===== config.mk =====
export PLATFORM = sky130hd
export DESIGN_NAME = variable_block_page_placer_core
export DESIGN_NICKNAME = d
export VERILOG_FILES = /design/src/sv/vbpp_pkg.sv /design/src/sv/variable_block_page_placer_core.sv /design/src/sv/vbpp_ctrl.sv /design/src/sv/vbpp_datapath.sv
export SDC_FILE = /design/constraint.sdc
export NUM_CORES = 1
export LEC_CHECK = 0
export BUFFER_PORTS_ARGS = -buffer_cell sky130_fd_sc_hd__buf_4
export CAP_MARGIN = 20
export CORE_UTILIZATION = 50
export DETAILED_ROUTE_END_ITERATION = 10
export GPL_ROUTABILITY_DRIVEN = 0
export PLACE_DENSITY = 0.8
export SYNTH_ARGS = -nofsm -noshare
export SYNTH_HDL_FRONTEND = slang
export SYNTH_SLANG_ARGS = --single-unit

===== constraint.sdc =====
create_clock -name clk -period 6.6 [get_ports clk]
set_input_delay 0.66 -clock clk [delete_from_list [all_inputs] [get_ports clk]]
set_output_delay 0.66 -clock clk [all_outputs]
set_load 0.05 [all_outputs]

===== src/sv/vbpp_pkg.sv =====
// Shared types and constants for the variable block page placer.
// Used by vbpp_ctrl, vbpp_datapath and variable_block_page_placer_core.
`timescale 1ns / 1ps
`default_nettype none

package vbpp_pkg;

    // Field widths
    localparam int OP_W        = 1;
    localparam int SIZE_W      = 24;
    localparam int PSZ_W       = 16;
    localparam int LIMIT_W     = 17;
    localparam int IDX_W       = 10;
    localparam int PAGE_W      = 16;
    localparam int PAGES_W     = 17;
    localparam int STATUS_W    = 3;
    localparam int POS_W       = 32;
    localparam int CFG_IDX_W   = 1;
    localparam int CFG_DATA_W  = 17;

    // Block slots
    localparam int MAX_BLOCKS  = 1024;
    localparam int COUNT_W     = $clog2(MAX_BLOCKS + 1);

    localparam logic [LIMIT_W-1:0] PAGE_LIMIT_CAP   = LIMIT_W'(65536);
    localparam logic [LIMIT_W-1:0] PAGE_LIMIT_RESET = LIMIT_W'(4096);

    // Serial divider: dividend covers end position plus one block
    localparam int DIV_W       = POS_W + 1;
    localparam int DIV_STEPS   = DIV_W;
    localparam int STEP_W      = $clog2(DIV_STEPS);

    localparam logic [OP_W-1:0] OP_ADD   = 1'b0;
    localparam logic [OP_W-1:0] OP_CLEAR = 1'b1;

    localparam logic [CFG_IDX_W-1:0] CFG_PAGE_SIZE  = 1'b0;
    localparam logic [CFG_IDX_W-1:0] CFG_PAGE_LIMIT = 1'b1;

    localparam logic [STATUS_W-1:0] STATUS_OK        = 3'd0;
    localparam logic [STATUS_W-1:0] STATUS_ZERO_SIZE = 3'd1;
    localparam logic [STATUS_W-1:0] STATUS_NO_PSZ    = 3'd2;
    localparam logic [STATUS_W-1:0] STATUS_NO_PAGES  = 3'd3;
    localparam logic [STATUS_W-1:0] STATUS_NO_SLOTS  = 3'd4;

    typedef enum logic [1:0] {
        ST_IDLE,
        ST_DIV,
        ST_DONE
    } vbpp_state_t;

    typedef struct packed {
        logic load;    // latch request, seed both dividers
        logic step;    // one divider iteration
        logic commit;  // update placement, load result register
    } vbpp_cmd_t;

endpackage

`default_nettype wire


===== src/sv/variable_block_page_placer_core.sv =====
// Variable block page placer: controller plus datapath.
// Flow: a request is latched on accept, runs through the bit-serial divider, then commits.
// No new request is taken until the last one commits; commit waits for a free result register.
// The result register frees the input side; the next request is taken while a result waits.
// Reset: async active low; page_size 0, page_limit 4096, placement empty.
`timescale 1ns / 1ps
`default_nettype none

module variable_block_page_placer_core (
    input  wire logic                               clk,
    input  wire logic                               rst_n,
    input  wire logic                               cfg_valid,
    output logic                                    cfg_ready,
    input  wire logic [vbpp_pkg::CFG_IDX_W-1:0]     cfg_index,
    input  wire logic [vbpp_pkg::CFG_DATA_W-1:0]    cfg_data,
    input  wire logic                               in_valid,
    output logic                                    in_ready,
    input  wire logic [vbpp_pkg::OP_W-1:0]          operation,
    input  wire logic [vbpp_pkg::SIZE_W-1:0]        block_size,
    output logic                                    out_valid,
    input  wire logic                               out_ready,
    output logic [vbpp_pkg::IDX_W-1:0]              block_index,
    output logic [vbpp_pkg::PAGE_W-1:0]             start_page,
    output logic [vbpp_pkg::PSZ_W-1:0]              start_offset,
    output logic [vbpp_pkg::PAGES_W-1:0]            first_owned_page,
    output logic [vbpp_pkg::PAGES_W-1:0]            owned_pages,
    output logic [vbpp_pkg::PAGES_W-1:0]            pages_used,
    output logic [vbpp_pkg::PSZ_W-1:0]              end_offset,
    output logic [vbpp_pkg::STATUS_W-1:0]           status
);
    import vbpp_pkg::*;

    vbpp_cmd_t cmd;

    assign cfg_ready = 1'b1;

    vbpp_ctrl u_ctrl (
        .clk       (clk),
        .rst_n     (rst_n),
        .in_valid  (in_valid),
        .in_ready  (in_ready),
        .out_valid (out_valid),
        .out_ready (out_ready),
        .cmd       (cmd)
    );

    vbpp_datapath u_datapath (
        .clk              (clk),
        .rst_n            (rst_n),
        .cmd              (cmd),
        .cfg_we           (cfg_valid && cfg_ready),
        .cfg_index        (cfg_index),
        .cfg_data         (cfg_data),
        .operation        (operation),
        .block_size       (block_size),
        .block_index      (block_index),
        .start_page       (start_page),
        .start_offset     (start_offset),
        .first_owned_page (first_owned_page),
        .owned_pages      (owned_pages),
        .pages_used       (pages_used),
        .end_offset       (end_offset),
        .status           (status)
    );

    // controller goes busy right after taking a request
    a_busy_after_accept: assert property (@(posedge clk) disable iff (!rst_n)
        in_valid && in_ready |=> !in_ready)
        else $error("request accepted while busy");

    // a fresh result appears only from a commit
    a_result_from_commit: assert property (@(posedge clk) disable iff (!rst_n)
        out_valid && !$past(out_valid) |-> $past(cmd.commit))
        else $error("result valid without commit");

    // accepted block owns exactly the pages between its first owned page and the end
    a_owned_span: assert property (@(posedge clk) disable iff (!rst_n)
        out_valid && status == STATUS_OK && block_size != '0 && operation == OP_ADD
        && owned_pages != '0 |-> (first_owned_page + owned_pages) == pages_used)
        else $error("owned page span mismatch");

    // rejected block reports no placement
    a_reject_zero: assert property (@(posedge clk) disable iff (!rst_n)
        out_valid && status != STATUS_OK |-> block_index == '0 && start_page == '0
        && start_offset == '0 && owned_pages == '0 && first_owned_page == '0)
        else $error("rejected block has placement fields");

endmodule

`default_nettype wire


===== src/sv/vbpp_ctrl.sv =====
// Controller for the page placer: sequences load, divide and commit.
// Depends on vbpp_pkg.
`timescale 1ns / 1ps
`default_nettype none

module vbpp_ctrl (
    input  wire logic               clk,
    input  wire logic               rst_n,
    input  wire logic               in_valid,
    output logic                    in_ready,
    output logic                    out_valid,
    input  wire logic               out_ready,
    output vbpp_pkg::vbpp_cmd_t     cmd
);
    import vbpp_pkg::*;

    vbpp_state_t        state_reg, state_next;
    logic [STEP_W-1:0]  step_reg, step_next;
    logic               out_valid_reg, out_valid_next;
    logic               out_free;

    assign out_free = !out_valid_reg || out_ready;

    always_ff @(posedge clk or negedge rst_n)
    begin
        if (!rst_n)
        begin
            state_reg     <= ST_IDLE;
            step_reg      <= '0;
            out_valid_reg <= 1'b0;
        end
        else
        begin
            state_reg     <= state_next;
            step_reg      <= step_next;
            out_valid_reg <= out_valid_next;
        end
    end

    // next state
    always_comb
    begin
        state_next = state_reg;
        step_next  = step_reg;
        case (state_reg)
            ST_IDLE:
            begin
                step_next = '0;
                if (in_valid)
                    state_next = ST_DIV;
            end
            ST_DIV:
            begin
                step_next = step_reg + STEP_W'(1);
                if (step_reg == STEP_W'(DIV_STEPS - 1))
                    state_next = ST_DONE;
            end
            ST_DONE:
            begin
                if (out_free)
                    state_next = ST_IDLE;
            end
            default:
            begin
                state_next = ST_IDLE;
            end
        endcase
    end

    // outputs
    always_comb
    begin
        in_ready   = 1'b0;
        cmd        = '0;
        case (state_reg)
            ST_IDLE:
            begin
                in_ready = 1'b1;
                cmd.load = in_valid;
            end
            ST_DIV:
            begin
                cmd.step = 1'b1;
            end
            ST_DONE:
            begin
                cmd.commit = out_free;
            end
            default:
            begin
                in_ready = 1'b0;
            end
        endcase
    end

    always_comb
    begin
        if (cmd.commit)
            out_valid_next = 1'b1;
        else if (out_valid_reg && out_ready)
            out_valid_next = 1'b0;
        else
            out_valid_next = out_valid_reg;
    end

    assign out_valid = out_valid_reg;

endmodule

`default_nettype wire


===== src/sv/vbpp_datapath.sv =====
// Datapath for the page placer: config registers, placement state,
// two bit-serial dividers and the result register. Depends on vbpp_pkg.
`timescale 1ns / 1ps
`default_nettype none

module vbpp_datapath (
    input  wire logic                               clk,
    input  wire logic                               rst_n,
    input  wire vbpp_pkg::vbpp_cmd_t                cmd,
    input  wire logic                               cfg_we,
    input  wire logic [vbpp_pkg::CFG_IDX_W-1:0]     cfg_index,
    input  wire logic [vbpp_pkg::CFG_DATA_W-1:0]    cfg_data,
    input  wire logic [vbpp_pkg::OP_W-1:0]          operation,
    input  wire logic [vbpp_pkg::SIZE_W-1:0]        block_size,
    output logic [vbpp_pkg::IDX_W-1:0]              block_index,
    output logic [vbpp_pkg::PAGE_W-1:0]             start_page,
    output logic [vbpp_pkg::PSZ_W-1:0]              start_offset,
    output logic [vbpp_pkg::PAGES_W-1:0]            first_owned_page,
    output logic [vbpp_pkg::PAGES_W-1:0]            owned_pages,
    output logic [vbpp_pkg::PAGES_W-1:0]            pages_used,
    output logic [vbpp_pkg::PSZ_W-1:0]              end_offset,
    output logic [vbpp_pkg::STATUS_W-1:0]           status
);
    import vbpp_pkg::*;

    // config and placement state
    logic [PSZ_W-1:0]    page_size_reg;
    logic [LIMIT_W-1:0]  page_limit_reg;
    logic [COUNT_W-1:0]  block_count_reg, block_count_next;
    logic [POS_W-1:0]    end_pos_reg, end_pos_next;

    // latched request
    logic [OP_W-1:0]     op_reg;
    logic [SIZE_W-1:0]   size_reg;

    // divider lanes: s = current end, n = end after this block
    logic [PSZ_W-1:0]    rem_s_reg, rem_n_reg;
    logic [DIV_W-1:0]    quo_s_reg, quo_n_reg;
    logic [PSZ_W-1:0]    rem_s_next, rem_n_next;
    logic [DIV_W-1:0]    quo_s_next, quo_n_next;

    // result
    logic [IDX_W-1:0]    idx_reg, idx_next;
    logic [PAGE_W-1:0]   spage_reg, spage_next;
    logic [PSZ_W-1:0]    soff_reg, soff_next;
    logic [PAGES_W-1:0]  first_reg, first_next;
    logic [PAGES_W-1:0]  owned_reg, owned_next;
    logic [PAGES_W-1:0]  used_reg, used_next;
    logic [PSZ_W-1:0]    endoff_reg, endoff_next;
    logic [STATUS_W-1:0] status_reg, status_next;

    logic [DIV_W:0]      cur_used, new_used;
    logic [LIMIT_W-1:0]  lim;
    logic                rs_nz, rn_nz, psz_zero, pages_over;
    logic [PSZ_W-1:0]    s_endoff;
    logic [POS_W-1:0]    n_pos;

    // restoring division step, remainder kept below divisor
    function automatic logic [PSZ_W+DIV_W-1:0] div_step(
        input logic [PSZ_W-1:0] rem,
        input logic [DIV_W-1:0] quo,
        input logic [PSZ_W-1:0] dvs
    );
        logic [PSZ_W:0] rem_sh;
        logic [PSZ_W:0] diff;
        logic           ge;
        rem_sh = {rem, quo[DIV_W-1]};
        diff   = rem_sh - {1'b0, dvs};
        ge     = (rem_sh >= {1'b0, dvs});
        return {(ge ? diff[PSZ_W-1:0] : rem_sh[PSZ_W-1:0]), quo[DIV_W-2:0], ge};
    endfunction

    always_comb
    begin
        rem_s_next = rem_s_reg;
        quo_s_next = quo_s_reg;
        rem_n_next = rem_n_reg;
        quo_n_next = quo_n_reg;
        if (cmd.load)
        begin
            rem_s_next = '0;
            rem_n_next = '0;
            quo_s_next = {1'b0, end_pos_reg};
            quo_n_next = {1'b0, end_pos_reg} + {{(DIV_W-SIZE_W){1'b0}}, block_size};
        end
        else if (cmd.step)
        begin
            {rem_s_next, quo_s_next} = div_step(rem_s_reg, quo_s_reg, page_size_reg);
            {rem_n_next, quo_n_next} = div_step(rem_n_reg, quo_n_reg, page_size_reg);
        end
    end

    // commit decision
    always_comb
    begin
        psz_zero   = (page_size_reg == '0);
        rs_nz      = (rem_s_reg != '0);
        rn_nz      = (rem_n_reg != '0);
        cur_used   = {1'b0, quo_s_reg} + {{DIV_W{1'b0}}, rs_nz};
        new_used   = {1'b0, quo_n_reg} + {{DIV_W{1'b0}}, rn_nz};
        lim        = (page_limit_reg > PAGE_LIMIT_CAP) ? PAGE_LIMIT_CAP : page_limit_reg;
        pages_over = (new_used > {{(DIV_W+1-LIMIT_W){1'b0}}, lim});
        n_pos      = end_pos_reg + {{(POS_W-SIZE_W){1'b0}}, size_reg};
        if (rs_nz)
            s_endoff = rem_s_reg;
        else if (end_pos_reg == '0)
            s_endoff = '0;
        else
            s_endoff = page_size_reg;

        block_count_next = block_count_reg;
        end_pos_next     = end_pos_reg;
        idx_next         = '0;
        spage_next       = '0;
        soff_next        = '0;
        first_next       = '0;
        owned_next       = '0;
        used_next        = '0;
        endoff_next      = '0;
        status_next      = STATUS_OK;

        if (op_reg == OP_CLEAR)
        begin
            block_count_next = '0;
            end_pos_next     = '0;
        end
        else
        begin
            if (!psz_zero)
            begin
                used_next   = cur_used[PAGES_W-1:0];
                endoff_next = s_endoff;
            end
            if (size_reg == '0)
                status_next = STATUS_ZERO_SIZE;
            else if (psz_zero)
                status_next = STATUS_NO_PSZ;
            else if (block_count_reg >= COUNT_W'(MAX_BLOCKS))
                status_next = STATUS_NO_SLOTS;
            else if (pages_over)
                status_next = STATUS_NO_PAGES;
            else
            begin
                idx_next         = block_count_reg[IDX_W-1:0];
                spage_next       = quo_s_reg[PAGE_W-1:0];
                soff_next        = rem_s_reg;
                first_next       = cur_used[PAGES_W-1:0];
                owned_next       = new_used[PAGES_W-1:0] - cur_used[PAGES_W-1:0];
                used_next        = new_used[PAGES_W-1:0];
                endoff_next      = rn_nz ? rem_n_reg : page_size_reg;
                block_count_next = block_count_reg + COUNT_W'(1);
                end_pos_next     = n_pos;
            end
        end
    end

    always_ff @(posedge clk or negedge rst_n)
    begin
        if (!rst_n)
        begin
            page_size_reg   <= '0;
            page_limit_reg  <= PAGE_LIMIT_RESET;
            block_count_reg <= '0;
            end_pos_reg     <= '0;
        end
        else
        begin
            if (cfg_we && cfg_index == CFG_PAGE_SIZE)
                page_size_reg <= cfg_data[PSZ_W-1:0];
            if (cfg_we && cfg_index == CFG_PAGE_LIMIT)
                page_limit_reg <= cfg_data[LIMIT_W-1:0];
            if (cmd.commit)
            begin
                block_count_reg <= block_count_next;
                end_pos_reg     <= end_pos_next;
            end
        end
    end

    always_ff @(posedge clk)
    begin
        rem_s_reg <= rem_s_next;
        quo_s_reg <= quo_s_next;
        rem_n_reg <= rem_n_next;
        quo_n_reg <= quo_n_next;
        if (cmd.load)
        begin
            op_reg   <= operation;
            size_reg <= block_size;
        end
        if (cmd.commit)
        begin
            idx_reg    <= idx_next;
            spage_reg  <= spage_next;
            soff_reg   <= soff_next;
            first_reg  <= first_next;
            owned_reg  <= owned_next;
            used_reg   <= used_next;
            endoff_reg <= endoff_next;
            status_reg <= status_next;
        end
    end

    assign block_index      = idx_reg;
    assign start_page       = spage_reg;
    assign start_offset     = soff_reg;
    assign first_owned_page = first_reg;
    assign owned_pages      = owned_reg;
    assign pages_used       = used_reg;
    assign end_offset       = endoff_reg;
    assign status           = status_reg;

endmodule

`default_nettype wire

=== After elaboration in Yosys (flattened, before gate mapping) ===
Index checks and enable logic that the tools add are counted.

* $add $sub $neg: 9
* $lt $le $gt $ge: 5
* Equal/unequal tests: 10
* Muxes and demuxes: 45
* Bitwise operators: 1
* Reduce and logical (&&, ||, !) cells: 19

{| class="wikitable"
|+ Operator list
! cell !! number
|-
| 2-to-1 mux 32 bit || 7
|-
| 2-to-1 mux 16 bit || 10
|-
| 2-to-1 mux 17 bit || 6
|-
| 2-to-1 mux 33 bit || 2
|-
| 2-to-1 mux 11 bit || 5
|-
| adder 33 x 1 -> 34 bit || 1
|-
| >= comparator 17 x 16 -> 1 bit || 2
|-
| greater-than comparator 34 x 17 -> 1 bit || 1
|-
| adder 32 x 24 -> 33 bit || 1
|-
| adder 32 x 24 -> 32 bit || 1
|-
| logical NOT 32 bit || 1
|-
| nonzero test 16 bit || 2
|-
| subtractor 16 bit || 2
|-
| logical NOT 24 bit || 1
|-
| adder 17 x 1 -> 17 bit || 1
|-
| greater-than comparator 17 bit (second input constant) || 1
|-
| subtractor 17 bit || 1
|-
| logical NOT 16 bit || 1
|-
| inequality test 2 x 1 -> 1 bit (second input constant) || 6
|-
| case mux 6 bit (2 select lines) || 1
|-
| adder 11 x 1 -> 11 bit (second input constant) || 1
|-
| >= comparator 11 bit (second input constant) || 1
|-
| 2-to-1 mux 2 bit || 5
|-
| 2-to-1 mux 1 bit || 7
|-
| other kinds (18) || 22
|}

* Register bits after elaboration: 320
* Input bits: 48
* Output and inout bits: 115
* Logic and storage cells: 113

=== Depth between registers and ports, before layout ===
* Depth after elaboration: 8
* Mapped depth: 20
* Gate-level depth less buffers: 18

=== Modules after synthesis ===
From an unflattened synthesis, not the netlist that was laid out.

* Cell total of the unflattened synthesis: 1942
* Area total of the unflattened synthesis: 19860.3 µm²

{| class="wikitable"
|+ By module, submodules not included
! module !! times used !! cells an instance !! area an instance (µm²) !! sequential area each (µm²)
|-
| vbpp_datapath || 1 || 1894 || 19372.3 || 8629.5
|-
| vbpp_ctrl || 1 || 46 || 476.7 || 225.2
|-
| variable_block_page_placer_core || 1 || 2 || 11.3 || 0.0
|}

=== Least setup slack after synthesis ===
No wires, ideal clock.

* Kind: input port to flip-flop
* From: input out_ready
* To: register u_datapath.block_count_reg[2]
* Library setup time: 0.131 ns
* Data arrival time: 5.625 ns
* Required time: 6.469 ns
* Slack: 0.844 ns
* Stages on the path: 9
* Buffers on the path: 2
* Path through: nand2b_1 -> nand2b_1 -> clkbuf_1 -> inv_1 -> clkbuf_1 -> nand2_1 -> nand2_1 -> a31oi_1 -> a41o_1

{| class="wikitable"
|+ RTL lines
! item !! line !! source
|-
| start: declaration || variable_block_page_placer_core.sv:21 || <nowiki>input wire logic out_ready,</nowiki>
|-
| end signal: assignment || vbpp_datapath.sv:174 || <nowiki>block_count_reg <= block_count_next;</nowiki>
|-
| end: declaration || vbpp_datapath.sv:29 || <nowiki>logic [COUNT_W-1:0] block_count_reg, block_count_next;</nowiki>
|}

=== Final worst setup path ===
* From: register u_datapath.rem_n_reg[11]
* To: register u_datapath.owned_reg[11] (netlist: u_datapath.owned_pages[11]), data pin

* Cells in the longest elaborated chain, start to end: 4
* Elaborated cells on any way between the ends: 5
* Those cells by class: add/sub (2); order compare (1); reduce/logical (2)

{| class="wikitable"
|+ RTL lines
! item !! line !! source
|-
| start: declaration || vbpp_datapath.sv:37 || <nowiki>logic [PSZ_W-1:0] rem_s_reg, rem_n_reg;</nowiki>
|-
| start signal: assignment || vbpp_datapath.sv:184 || <nowiki>rem_n_reg <= rem_n_next;</nowiki>
|-
| nonzero test 16 bit (*) || vbpp_datapath.sv:98 || <nowiki>rn_nz = (rem_n_reg != '0);</nowiki>
|-
| adder 33 x 1 -> 34 bit (*) || vbpp_datapath.sv:100 || <nowiki>new_used = {1'b0, quo_n_reg} + {{DIV_W{1'b0}}, rn_nz};</nowiki>
|-
| greater-than comparator 34 x 17 -> 1 bit || vbpp_datapath.sv:102 || <nowiki>pages_over = (new_used > {{(DIV_W+1-LIMIT_W){1'b0}}, lim});</nowiki>
|-
| OR reduction 5 bit (no line) || n/a ||
|-
| end signal: assignment || vbpp_datapath.sv:197 || <nowiki>owned_reg <= owned_next;</nowiki>
|-
| end: declaration || vbpp_datapath.sv:47 || <nowiki>logic [PAGES_W-1:0] owned_reg, owned_next;</nowiki>
|}

Mark *: on every way between the ends. The rest lies on a longest branch, timed or not.
A chain may end at the register's enable or synchronous reset.

==> results.ini <==
[status]
status=finished clean

[place]
io_buffers=161
place_hpwl_um=37000
dp_cells=2538
pre_cts_slack_ps=843

[sta]
setup_viol=0
finalSetupTns_ps=0
period_share=0.897
maxSlewHeadroom=0.248
period_needed_ps=5920
fin_ws_ps=682
slew_viol_final=0
max_freq_mhz=169
report.final.hold_viol_count=0
fin_skew_ps=17.7
rsz0062_at_grt=no
tightestPinTransition_ps=1130

[global_routing]
grt-ovfl-total=0
grt_pass1_wl_um=80600
antenna_found_initial=0
grt_max_degree=105
grt_pass1_vias=14900
grtUsageTotal=0.263

[detailed_routing]
dr.pass1.iters=9
drc=0
wl_per_cell_um=19.4
drtIter0Drc=1660
antenna_left=0
num_vias=15600
drt_wl_total_um=50500
via_per_inst=6.00

[cts]
cts_buffers=35
clock_path_buffers=3
tritoncts=built
cts.sinks=320
clkTransAtPathRegs_ps=70
clock_latency_ps=530
cts_setup_buffers=0
htree_levels=2
clock-root-buffer=clkbuf_16

[setup_path]
crit_chain=nor4_1, nand4_1, ha_1, ha_1, and4_1, and4_1, nand3_1, xor2_1, inv_1, ha_1, o2111a_1, nand4_1, a2bb2oi_1, or3_1, nor2_2, nand3_2, buf_4, nor3b_1
cpPeakStageDelay_ps=540
cp_top_family=simple AND/OR/NAND/NOR gates
worstPathRequired_ps=6940
crit_path_end_kind=flip-flop
cpMaxStageDelayCell=nor2_2
cp.arrival_ps=6260
cp_num_buf_inv=2
cp-start-kind=flip-flop
crit_fanout=33
crit_path_frequent_cell=ha_1
worstSetupPathType=reg2reg

[cells_and_area]
n_antenna_cell=0
drive_above_1_share=0.139
post-route-util=0.591
stdcell_count=2605
final_nets=2236
area_growth_pct=15.3

[power_and_ir_drop]
cellLeakagePower_nw=8.59
finalPower_mw=8.11
p_per_area_mw_per_mm2=372
peakVddDrop_v=0.000196

[synth]
synth.distinct_cells=82
synth_area_leader_cell=edfxtp_1
syn_inst=1927
synth_top_area_share=0.321
synth-edff-count=202
yosys_register_bits=320
ys_seq_area_frac=0.468
ys_top_cells_by_area=edfxtp_1 (32%), dfrtp_1 (11%), ha_1 (7.1%)
synth_nets=2088
async_flop_share=0.266
avgSynthCellArea_um2=9.81
ys_warn_count=0
syn-cell-area_mm2=0.0189
ys.flop_type=edfxtp_1

[floorplan]
die_w_um=196
ios=163
dieArea_mm2=0.0386
start_util=0.513
die_h_um=196
core_mm2=0.0369
fp-row-count=70

[run]
drv_cap=0

[worst_hold_path]
hp-class=in2reg

==> where the power goes <==
group | internal [mW] | switching [mW]
combinational | 1.32 | 1.88
sequential | 2.53 | 0.437
clock | 1.16 | 0.787
==> kinds of logic after synthesis <==
kind of cell,after synthesis,share of synthesized area
DFF,320,0.468
adders and majority gates,115,0.0779
muxes,56,0.0312
xor gates and xnor gates,120,0.0560
buffers and inverters,137,0.0284
other,1,0.000198
and+or+nand+nor,750,0.191
AOI/OAI and AO/OA,428,0.146
==> repair_timing <==
| action | 4_1_cts | 5_1_grt |
|---|---|---|
| hold endpoints to repair | 15 | 0 |
| resized for setup | 0 | 0 |
| hold buffers | 1 | 0 |
==> cell usage after synthesis (20+ instances only) <==
master / instances
nand3_1: 62
a21o_1: 20
a31oi_1: 20
clkbuf_1: 59
and2_1: 50
o21a_1: 20
o31ai_1: 39
nand4_1: 37
nor3_1: 31
mux2_2: 23
nor4_1: 39
xnor2_1: 61
o21ai_0: 138
nor2b_1: 20
a21oi_1: 83
inv_1: 66
dfxtp_1: 33
nor2_1: 150
nand2_1: 271
mux2i_1: 33
edfxtp_1: 202
xor2_1: 58
ha_1: 108
dfrtp_1: 84
==> through the flow <==
stage | hold slack (ps) | instance area (um2)
final | 320 | 21800
after global routing | 310 | 21800
after CTS | 305 | 21800
after detailed placement | 438 | 20600
after global placement | 426 | 20600
after floorplan | 364 | 18900
==> worst paths after layout <==
check                                          from                            to  slack (ps)  cells past startpoint
setup / recovery           u_datapath.rem_n_reg[11]    u_datapath.owned_pages[11]         680                     18
hold / removal                            operation             u_datapath.op_reg         320                      1
setup reg to reg           u_datapath.rem_n_reg[11]    u_datapath.owned_pages[11]         680                     18
hold reg to reg            u_datapath.quo_s_reg[31]      u_datapath.quo_s_reg[32]         450                      2
max in group asynchronous                     rst_n  u_datapath.page_limit_reg[1]        4860                      3
min in group asynchronous                     rst_n    u_datapath.end_pos_reg[11]         550                      2
==> layer usage <==
layer | vias up | GRT usage | routed length (um)
li1 | 7334 | - | -
met1 | 7434 | 0.360 | 21600
met2 | 740 | 0.419 | 23000
met3 | 135 | 0.0399 | 3930
met4 | 0 | 0.104 | 1900
met5 | - | 0 | 0
==> cells in the final DEF, fill, tap and decap left out, types with 16 or more instances in the layout <==
master and n:
nand2b_1 19, o21a_1 20, a21o_1 20, xor2_1 58, buf_4 178, o2bb2ai_1 16, mux2_2 23, nor2_1 148
xnor2_1 61, clkbuf_16 37, nor3_1 31, nor2b_1 19, mux2i_1 33, nand2_1 270, nor4_1 39, a31oi_1 20
nand3_1 62, nand4_1 37, dfxtp_1 33, edfxtp_1 202, o31ai_1 39, inv_1 64, dfrtp_1 84, a21oi_1 83
o21ai_0 138, and2_1 50, ha_1 108
==> area by class of cell <==
| type | instances | area [um2] |
|---|---|---|
| clock inverters | 19 | 183 |
| repair buffers | 181 | 1370 |
| flip-flops and latches | 320 | 8850 |
| clock buffers | 44 | 962 |
| multi-input cells | 1470 | 9540 |
| fillers | 2986 | 15100 |
| well taps | 504 | 631 |
| inverters | 67 | 254 |
(Power assumes the default switching activity.)
